===== src/rtl/dpq_pkg.sv =====
// Shared types, field widths and operation/status codes for the
// double-ended priority queue. No dependencies.
`default_nettype none

package dpq_pkg;

  localparam int KEY_W     = 16;
  localparam int PAY_W     = 8;
  localparam int OP_W      = 3;
  localparam int STATUS_W  = 2;
  localparam int CNT_OUT_W = 5;

  // stream packing: in tdata = key, payload; out tdata = key, payload, count
  localparam int IN_DATA_W  = 24;
  localparam int OUT_DATA_W = 32;
  localparam int OUT_PAD_W  = OUT_DATA_W - KEY_W - PAY_W - CNT_OUT_W;

  localparam int DEFAULT_CAPACITY = 16;

  localparam logic [OP_W-1:0] OP_INSERT     = 3'd0;
  localparam logic [OP_W-1:0] OP_REMOVE_MAX = 3'd1;
  localparam logic [OP_W-1:0] OP_REMOVE_MIN = 3'd2;
  localparam logic [OP_W-1:0] OP_PEEK_MAX   = 3'd3;
  localparam logic [OP_W-1:0] OP_PEEK_MIN   = 3'd4;

  localparam logic [STATUS_W-1:0] STAT_OK    = 2'd0;
  localparam logic [STATUS_W-1:0] STAT_EMPTY = 2'd1;
  localparam logic [STATUS_W-1:0] STAT_FULL  = 2'd2;

  typedef struct packed {
    logic [KEY_W-1:0] key;
    logic [PAY_W-1:0] payload;
  } dpq_entry_t;

  // command broadcast to every cell of the chain
  typedef struct packed {
    logic       insert;   // open a slot at the sorted position, load new entry
    logic       shift;    // every cell takes its right neighbor (drop head)
    dpq_entry_t entry;    // entry to insert
  } dpq_cmd_t;

endpackage

`default_nettype wire


===== src/rtl/double_ended_priority_queue.sv =====
// Double-ended priority queue over a chain of sorted cells, max at slot 0.
// Insert, remove max, peek max, empty/full and unknown requests give their
// result in the cycle after acceptance; one such item per cycle unless the
// output stalls. Remove min and peek min walk the tail entry down the readout
// chain to slot 0, one cell a cycle. Synchronous active-high reset empties
// the queue and the output register; slot contents are not cleared.
// Depends on dpq_pkg and dpq_cell.
`default_nettype none

module double_ended_priority_queue #(
  parameter int CAPACITY = dpq_pkg::DEFAULT_CAPACITY
) (
  input  wire                            clk,
  input  wire                            rst,
  // s_tdata: key [15:0], payload [23:16]
  input  wire  [dpq_pkg::IN_DATA_W-1:0]  s_tdata,
  // s_tuser: operation [2:0]
  input  wire  [dpq_pkg::OP_W-1:0]       s_tuser,
  input  wire                            s_tvalid,
  output logic                           s_tready,
  // m_tdata: out_key [15:0], out_payload [23:16], entry_count [28:24], zero pad
  output logic [dpq_pkg::OUT_DATA_W-1:0] m_tdata,
  // m_tuser: status [1:0]
  output logic [dpq_pkg::STATUS_W-1:0]   m_tuser,
  output logic                           m_tvalid,
  input  wire                            m_tready
);
  import dpq_pkg::*;

  localparam int CNT_W  = $clog2(CAPACITY + 1);
  localparam int WAIT_W = $clog2(CAPACITY);

  localparam logic S_IDLE    = 1'b0;
  localparam logic S_COLLECT = 1'b1;

  logic              state;
  logic              state_next;
  logic [CNT_W-1:0]  count;
  logic [CNT_W-1:0]  count_next;
  logic [WAIT_W-1:0] wait_cnt;
  logic              min_remove;

  logic [STATUS_W-1:0] out_status;
  logic [KEY_W-1:0]    out_key;
  logic [PAY_W-1:0]    out_payload;
  logic [CNT_W-1:0]    out_count;

  logic [OP_W-1:0]  op;
  logic             s_fire;
  logic             out_free;
  logic             empty;
  logic             full;
  logic             load_out;
  logic             start_collect;
  logic             collect_done;
  dpq_cmd_t         cmd;
  dpq_entry_t       res_entry;
  logic [STATUS_W-1:0] res_status;

  dpq_entry_t cell_q     [CAPACITY];
  dpq_entry_t collect_q  [CAPACITY];
  logic       cell_gt    [CAPACITY];

  assign op       = s_tuser;
  assign out_free = !m_tvalid || m_tready;
  assign s_tready = (state == S_IDLE) && out_free;
  assign s_fire   = s_tvalid && s_tready;
  assign empty    = count == '0;
  assign full     = count == CNT_W'(CAPACITY);

  assign collect_done = (state == S_COLLECT) && (wait_cnt == WAIT_W'(CAPACITY - 1))
                        && out_free;

  // decode the request: cell command, result and new count
  always_comb begin
    cmd.insert        = 1'b0;
    cmd.shift         = 1'b0;
    cmd.entry.key     = s_tdata[KEY_W-1:0];
    cmd.entry.payload = s_tdata[KEY_W+PAY_W-1:KEY_W];
    res_status        = STAT_OK;
    res_entry         = '0;
    count_next        = count;
    load_out          = 1'b0;
    start_collect     = 1'b0;
    if (s_fire) begin
      load_out = 1'b1;
      case (op)
        OP_INSERT: begin
          if (full) begin
            res_status = STAT_FULL;
          end else begin
            cmd.insert = 1'b1;
            count_next = count + 1'b1;
          end
        end
        OP_REMOVE_MAX: begin
          if (empty) begin
            res_status = STAT_EMPTY;
          end else begin
            res_entry  = cell_q[0];
            cmd.shift  = 1'b1;
            count_next = count - 1'b1;
          end
        end
        OP_PEEK_MAX: begin
          if (empty) begin
            res_status = STAT_EMPTY;
          end else begin
            res_entry = cell_q[0];
          end
        end
        OP_REMOVE_MIN, OP_PEEK_MIN: begin
          if (empty) begin
            res_status = STAT_EMPTY;
          end else begin
            load_out      = 1'b0;
            start_collect = 1'b1;
          end
        end
        default: begin
        end
      endcase
    end else if (collect_done) begin
      load_out  = 1'b1;
      res_entry = collect_q[0];
      if (min_remove) begin
        count_next = count - 1'b1;
      end
    end
  end

  // control: count, collect wait and state
  always_comb begin
    state_next = state;
    if (start_collect) begin
      state_next = S_COLLECT;
    end else if (collect_done) begin
      state_next = S_IDLE;
    end
  end

  always_ff @(posedge clk) begin
    if (rst) begin
      state      <= S_IDLE;
      count      <= '0;
      wait_cnt   <= '0;
      min_remove <= 1'b0;
    end else begin
      state <= state_next;
      count <= count_next;
      if (start_collect) begin
        wait_cnt   <= '0;
        min_remove <= (op == OP_REMOVE_MIN);
      end else if (state == S_COLLECT && wait_cnt != WAIT_W'(CAPACITY - 1)) begin
        wait_cnt <= wait_cnt + 1'b1;
      end
    end
  end

  // output register: load a result, drop it once taken
  always_ff @(posedge clk) begin
    if (rst) begin
      m_tvalid <= 1'b0;
    end else if (load_out) begin
      m_tvalid <= 1'b1;
    end else if (m_tready) begin
      m_tvalid <= 1'b0;
    end
  end

  always_ff @(posedge clk) begin
    if (load_out) begin
      out_status  <= res_status;
      out_key     <= res_entry.key;
      out_payload <= res_entry.payload;
      out_count   <= count_next;
    end
  end

  assign m_tuser = out_status;
  assign m_tdata = {{OUT_PAD_W{1'b0}}, CNT_OUT_W'(out_count), out_payload, out_key};

  // chain of cells, slot 0 holds the maximum
  for (genvar i = 0; i < CAPACITY; i++) begin : g_cell
    dpq_entry_t left_e;
    dpq_entry_t right_e;
    dpq_entry_t coll_in;
    logic       left_gt;

    if (i == 0) begin : g_first
      assign left_e  = '0;
      assign left_gt = 1'b0;
    end else begin : g_mid
      assign left_e  = cell_q[i-1];
      assign left_gt = cell_gt[i-1];
    end

    if (i == CAPACITY - 1) begin : g_last
      assign right_e = cell_q[i];
      assign coll_in = '0;
    end else begin : g_inner
      assign right_e = cell_q[i+1];
      assign coll_in = collect_q[i+1];
    end

    dpq_cell #(
      .INDEX (i),
      .CNT_W (CNT_W)
    ) u_cell (
      .clk         (clk),
      .cmd         (cmd),
      .count       (count),
      .left        (left_e),
      .left_gt     (left_gt),
      .right       (right_e),
      .collect_in  (coll_in),
      .cur         (cell_q[i]),
      .gt          (cell_gt[i]),
      .collect_out (collect_q[i])
    );
  end

  // the queue never holds more than its capacity
  a_count_bound: assert property (@(posedge clk) disable iff (rst)
    count <= CNT_W'(CAPACITY))
    else $error("entry count above capacity");

  // the two head slots stay in descending key order
  a_head_sorted: assert property (@(posedge clk) disable iff (rst)
    count >= CNT_W'(2) |-> $signed(cell_q[0].key) >= $signed(cell_q[1].key))
    else $error("head slots out of order");

  // an insert into a full queue reports full and leaves the count alone
  a_full_insert: assert property (@(posedge clk) disable iff (rst)
    s_fire && op == OP_INSERT && full
    |=> m_tvalid && m_tuser == STAT_FULL && count == $past(count))
    else $error("full insert mishandled");

  // a successful remove max drops exactly one entry
  a_remove_max: assert property (@(posedge clk) disable iff (rst)
    s_fire && op == OP_REMOVE_MAX && !empty |=> count == $past(count) - 1'b1)
    else $error("remove max count wrong");

  // no request is taken while the tail readout is in progress
  a_collect_block: assert property (@(posedge clk) disable iff (rst)
    start_collect |=> !s_tready)
    else $error("request accepted during tail readout");

endmodule

`default_nettype wire


===== src/rtl/dpq_cell.sv =====
// One slot of the sorted chain: holds an entry, compares against the
// broadcast key, and passes entries and the tail readout to its neighbors.
// Depends on dpq_pkg.
`default_nettype none

module dpq_cell #(
  parameter int INDEX = 0,
  parameter int CNT_W = 5
) (
  input  wire                        clk,
  input  wire dpq_pkg::dpq_cmd_t     cmd,
  input  wire  [CNT_W-1:0]           count,
  input  wire dpq_pkg::dpq_entry_t   left,
  input  wire                        left_gt,
  input  wire dpq_pkg::dpq_entry_t   right,
  input  wire dpq_pkg::dpq_entry_t   collect_in,
  output dpq_pkg::dpq_entry_t        cur,
  output logic                       gt,
  output dpq_pkg::dpq_entry_t        collect_out
);
  import dpq_pkg::*;

  logic occupied;
  logic is_last;

  assign occupied = count > CNT_W'(INDEX);
  assign is_last  = count == CNT_W'(INDEX + 1);

  // stored key ranks strictly above the new one: this slot stays put
  assign gt = occupied && ($signed(cur.key) > $signed(cmd.entry.key));

  // update slot: hold above the insert point, load at it, take left below it
  always_ff @(posedge clk) begin
    if (cmd.insert) begin
      if (!gt) begin
        if (INDEX == 0 || left_gt) begin
          cur <= cmd.entry;
        end else begin
          cur <= left;
        end
      end
    end else if (cmd.shift) begin
      cur <= right;
    end
  end

  // pass the tail entry down toward slot 0, one slot a cycle
  always_ff @(posedge clk) begin
    collect_out <= is_last ? cur : collect_in;
  end

endmodule

`default_nettype wire

===== config.mk =====
export PLATFORM = sky130hd
export DESIGN_NAME = double_ended_priority_queue
export DESIGN_NICKNAME = d
export VERILOG_FILES = /design/src/rtl/dpq_pkg.sv /design/src/rtl/double_ended_priority_queue.sv /design/src/rtl/dpq_cell.sv
export SDC_FILE = /design/constraint.sdc
export NUM_CORES = 2
export LEC_CHECK = 0
export BUFFER_PORTS_ARGS = -buffer_cell sky130_fd_sc_hd__buf_4
export CAP_MARGIN = 20
export CORE_MARGIN = 4
export CORE_UTILIZATION = 30
export DETAILED_ROUTE_END_ITERATION = 8
export PLACE_DENSITY = 0.52
export SLEW_MARGIN = 10
export SYNTH_ARGS = -nofsm -noshare
export SYNTH_HDL_FRONTEND = slang
export SYNTH_SLANG_ARGS = --single-unit

===== constraint.sdc =====
create_clock -name clk -period 7.3 [get_ports clk]
set_input_delay 0.365 -clock clk [delete_from_list [all_inputs] [get_ports clk]]
set_output_delay 0.365 -clock clk [all_outputs]
set_load 0.005 [all_outputs]

==> summary by stage <==
Setup path
For the worst setup path, the data required time is 7.55 ns. Data on the critical path arrives at its endpoint at 4.95 ns. The setup slack on the worst flop-to-flop path is 2.60 ns. The top fanout value on the critical path is 125. The worst register-to-register path begins at count[1]. The critical path is of the reg2reg type.

The critical path endpoint category is a flip-flop. The destination of the worst register-to-register timing path is g_cell[15].u_cell.cur[7]. STA classifies the critical path startpoint as a flip-flop. Counting cells, the worst reg-to-reg path comes to 8.

Yosys
The total standard cell area after synthesis is 39200 um2. The number of instances in the synthesized netlist is 3399. Yosys attributes the largest share of cell area to edfxtp_1, dfxtp_1, mux2_2, ha_1, a221o_1. For this run, the leading register cell type out of synthesis is edfxtp_1.

The number of different library cells in the post-synthesis netlist is 72. The flop and latch count out of synthesis is 811. Of the synthesized area, sequential elements account for 52.1%. Of the post-synthesis cell area, the dominant cell type holds 31.8%.

The fraction of registers with async set or reset after synthesis is 0%. The top cell type by total area after synthesis is edfxtp_1. The count of flip-flops with a built-in enable after synthesis is 415. The post-synthesis area per instance is 11.5 um2. The synthesis warning total is 0.

Timing
The clock arrives with 0.0235 ns of skew. The share of the clock period used by the worst path after layout is 64.4%. At the pin with the least slew margin, the transition time is 1.06 ns. Setup violations remaining at the end of the flow were counted as 0.

Hold is met by 0.106 ns. Setup repair after global routing left no endpoint under its margin. Setup total negative slack on the finished layout was measured at 0 ns. The final period demand of the worst path is 4.70 ns. The max-slew violation count was 0. The highest clock rate is 0.213 GHz. Headroom to the max-slew limit came out at 29.4%. The number of failing hold endpoints at the final stage is 0.

Die
During I/O placement, the number of pins put on the boundary was 67. The horizontal extent of the die is 369 um. The floorplan step defined a die boundary enclosing 136000 um2. The core region is 130000 um2.

Row generation in the floorplan step produced 132 rows. Once the floorplan was initialized, standard cells occupied 30.2% of the core. The overall die height is 369 um.

Placement
Once placement completed, the tool counted placed cells totaling 5073. Routability-driven placement finished with a final weighted congestion of 0.839. The count of buffers from port buffering is 63. The cell area after placement is 41900 um2. Summed over all nets, the half-perimeter wirelength after detailed placement is 80500 um.

Drt
The total wire length after detailed routing is 115000 um. Once detail routing completed, the nets flagged for antenna violations numbered 0. The number of remaining DRC errors is 0. The detailed router finished its first iteration with 2360 violations. Detailed routing inserted a total of 26.7k vias. The first detailed-routing pass took 6 iterations. Dividing the detail-routed wire length by the instance count gives 21.9 um. The average via count per standard cell is 5.10.

Layout
The area growth from synthesis to layout is 14.6%. In the layout the commonest cells are edfxtp_1, dfxtp_1, nand2_1. The summed area of non-filler cells in the final layout is 44900 um2. The final cell count without fillers is 5243. 0 antenna diodes ended up in the layout. The proportion of layout cells with a drive suffix above 1 is 20.6%. The most common library cell in the layout ignoring fill and taps is edfxtp_1. The post-layout net count is 3719.

Global route
The met3 usage in global routing is 2.08%. After global routing, the most crowded layer is met2. Entering global routing, the biggest net connects 175 pins. The number of global-route vias before repair is 26.4k.

The first global-routing pass estimated 173000 um of wire. Global routing finished with a remaining overflow of 0. The met1 track demand over resource is 24.5%. Across every metal layer, demand over resource in global routing totals 16.4%.

Global routing used 24.7% of the available met2 tracks. The initial antenna violation count was 1.

Power and ir drop
Cell internal power was estimated by the tool at 7.91 mW. The clock network power share is 44.6%. The share of total power dissipated in combinational logic is 7.0%. The analysis attributes to net switching a power of 2.40 mW. In this run the power density over the cells is 230 nW/um2. Of the total power, registers draw 48.4%. The worst-case IR drop observed on VDD is 187 uV. The switching part of the total is 23.2%. The leakage dissipation is 18.1 nW.

Clock network
The CTS clock-pin slew for the worst setup and hold paths is 0.06 ns. The depth of the CTS H-tree is 3. CTS placed an instance of clkbuf_16 at the clock tree root.

The number of buffers on the longest clock path is 3. The number of clock buffers inserted by TritonCTS is 90. The buffers inserted during post-CTS setup optimization is 0. The post-cts repair resize count is 0. For the worst-skew pair, the clock arrives at the later sink with an insertion delay of 0.64 ns.

After clock tree synthesis, the flow added hold-fix buffers numbering 1. The clock tree from TritonCTS is done. The number of sinks handled by clock tree synthesis is 811.

Hold path
The worst min-delay path startpoint is s_tdata[9]. Along the worst hold path, the cell count comes to 2. The worst hold path terminates at g_cell[15].u_cell.cur[17]. The path class of the tightest hold or removal check is in2reg.

Flow run
The max-cap violation count is 0.

Status
The flow ran to the end, and the final reports show no timing, DRC or antenna violations.
## routing by layer
layer,wire [um],share of wire (%),vias up
met2,49400,43,711
met4,3000,2.6,0
met1,57000,50,13000
li1,-,-,12800
met5,0,0,-
met3,5160,4.5,163
## per-stage QoR
step	util [%]	total power, mW	setup WS, ns
after floorplan	-	5.52	2.88
after global placement	32.3	5.79	2.54
after detailed placement	32.3	5.81	2.56
after CTS	34.6	10.4	2.52
after global routing	34.6	10.7	2.33
final	34.6	10.3	2.60
## logic make-up after synthesis
group	after synthesis	synth area share [%]
AND/OR/NAND/NOR	876	9.95
multiplexers	536	15.0
flip-flops	811	52.1
adder cells (fa/ha/maj)	262	8.37
buffers and inverters	262	2.76
XOR/XNOR	6	0.134
AO/OA/AOI/OAI	645	11.8
other	1	0.00957
## worst max-delay path by stage
stage / from / end / cells after the start
6_report: count[1] / g_cell[15].u_cell.cur[7] / 8
5_1_grt: count[1] / g_cell[15].u_cell.cur[3] / 8
4_1_cts: count[1] / g_cell[15].u_cell.cur[6] / 8
3_5_place_dp: count[1] / g_cell[15].u_cell.cur[4] / 8
3_3_place_gp: count[1] / g_cell[14].u_cell.cur[22] / 9
2_1_floorplan: s_tdata[9] / g_cell[13].u_cell.cur[0] / 9
## Yosys cell counts (52+ instances only)
library cell and instances:
a21oi_1 113, edfxtp_1 415, dfxtp_1 396, nor2_1 213, o211ai_1 52, ha_1 262, o21ai_0 173, clkbuf_1 156
mux2_2 383, nand4_1 60, a221o_1 150, a21o_1 55, mux2i_1 150, nand2_1 388, nand3_1 77
## flip-flops by register name, summed over array words and instances (netlist names)
name                       count
count                          5
min_remove                     1
out_payload                    8
wait_cnt                       4
m_tuser                        2
out_key                       16
g_cell.u_cell.cur            384
out_count                      5
g_cell.u_cell.collect_out    384
m_tvalid                       1
state                          1
## area by class of cell
class | count | area, um2
Fill cell | 12900 | 84800
Sequential cell | 811 | 20400
Multi-Input combinational cell | 2328 | 18000
Clock buffer | 134 | 2650
Tap cell | 1742 | 2180
Timing Repair Buffer | 149 | 1170
Clock inverter | 33 | 322
Inverter | 46 | 173
## critical path, cell delays in order, from the launching register on
cell and delay, ns:
dfxtp_1 0.79, inv_1 0.34, ha_1 0.36, nor3b_4 0.18
buf_4 0.26, nand2_1 0.42, nand2_4 0.52, buf_12 0.47
a31oi_4 0.89
## power groups by stage
stage | combinational, mW | sequential [mW] | clock [mW]
final | 0.723 | 4.99 | 4.60
after global routing | 0.801 | 5.00 | 4.87
after CTS | 0.728 | 4.99 | 4.70
after detailed placement | 0.724 | 5.08 | 0
after global placement | 0.711 | 5.08 | 0
after floorplan | 0.465 | 5.05 | 0
Note: power is estimated with default switching activity, not from simulation.
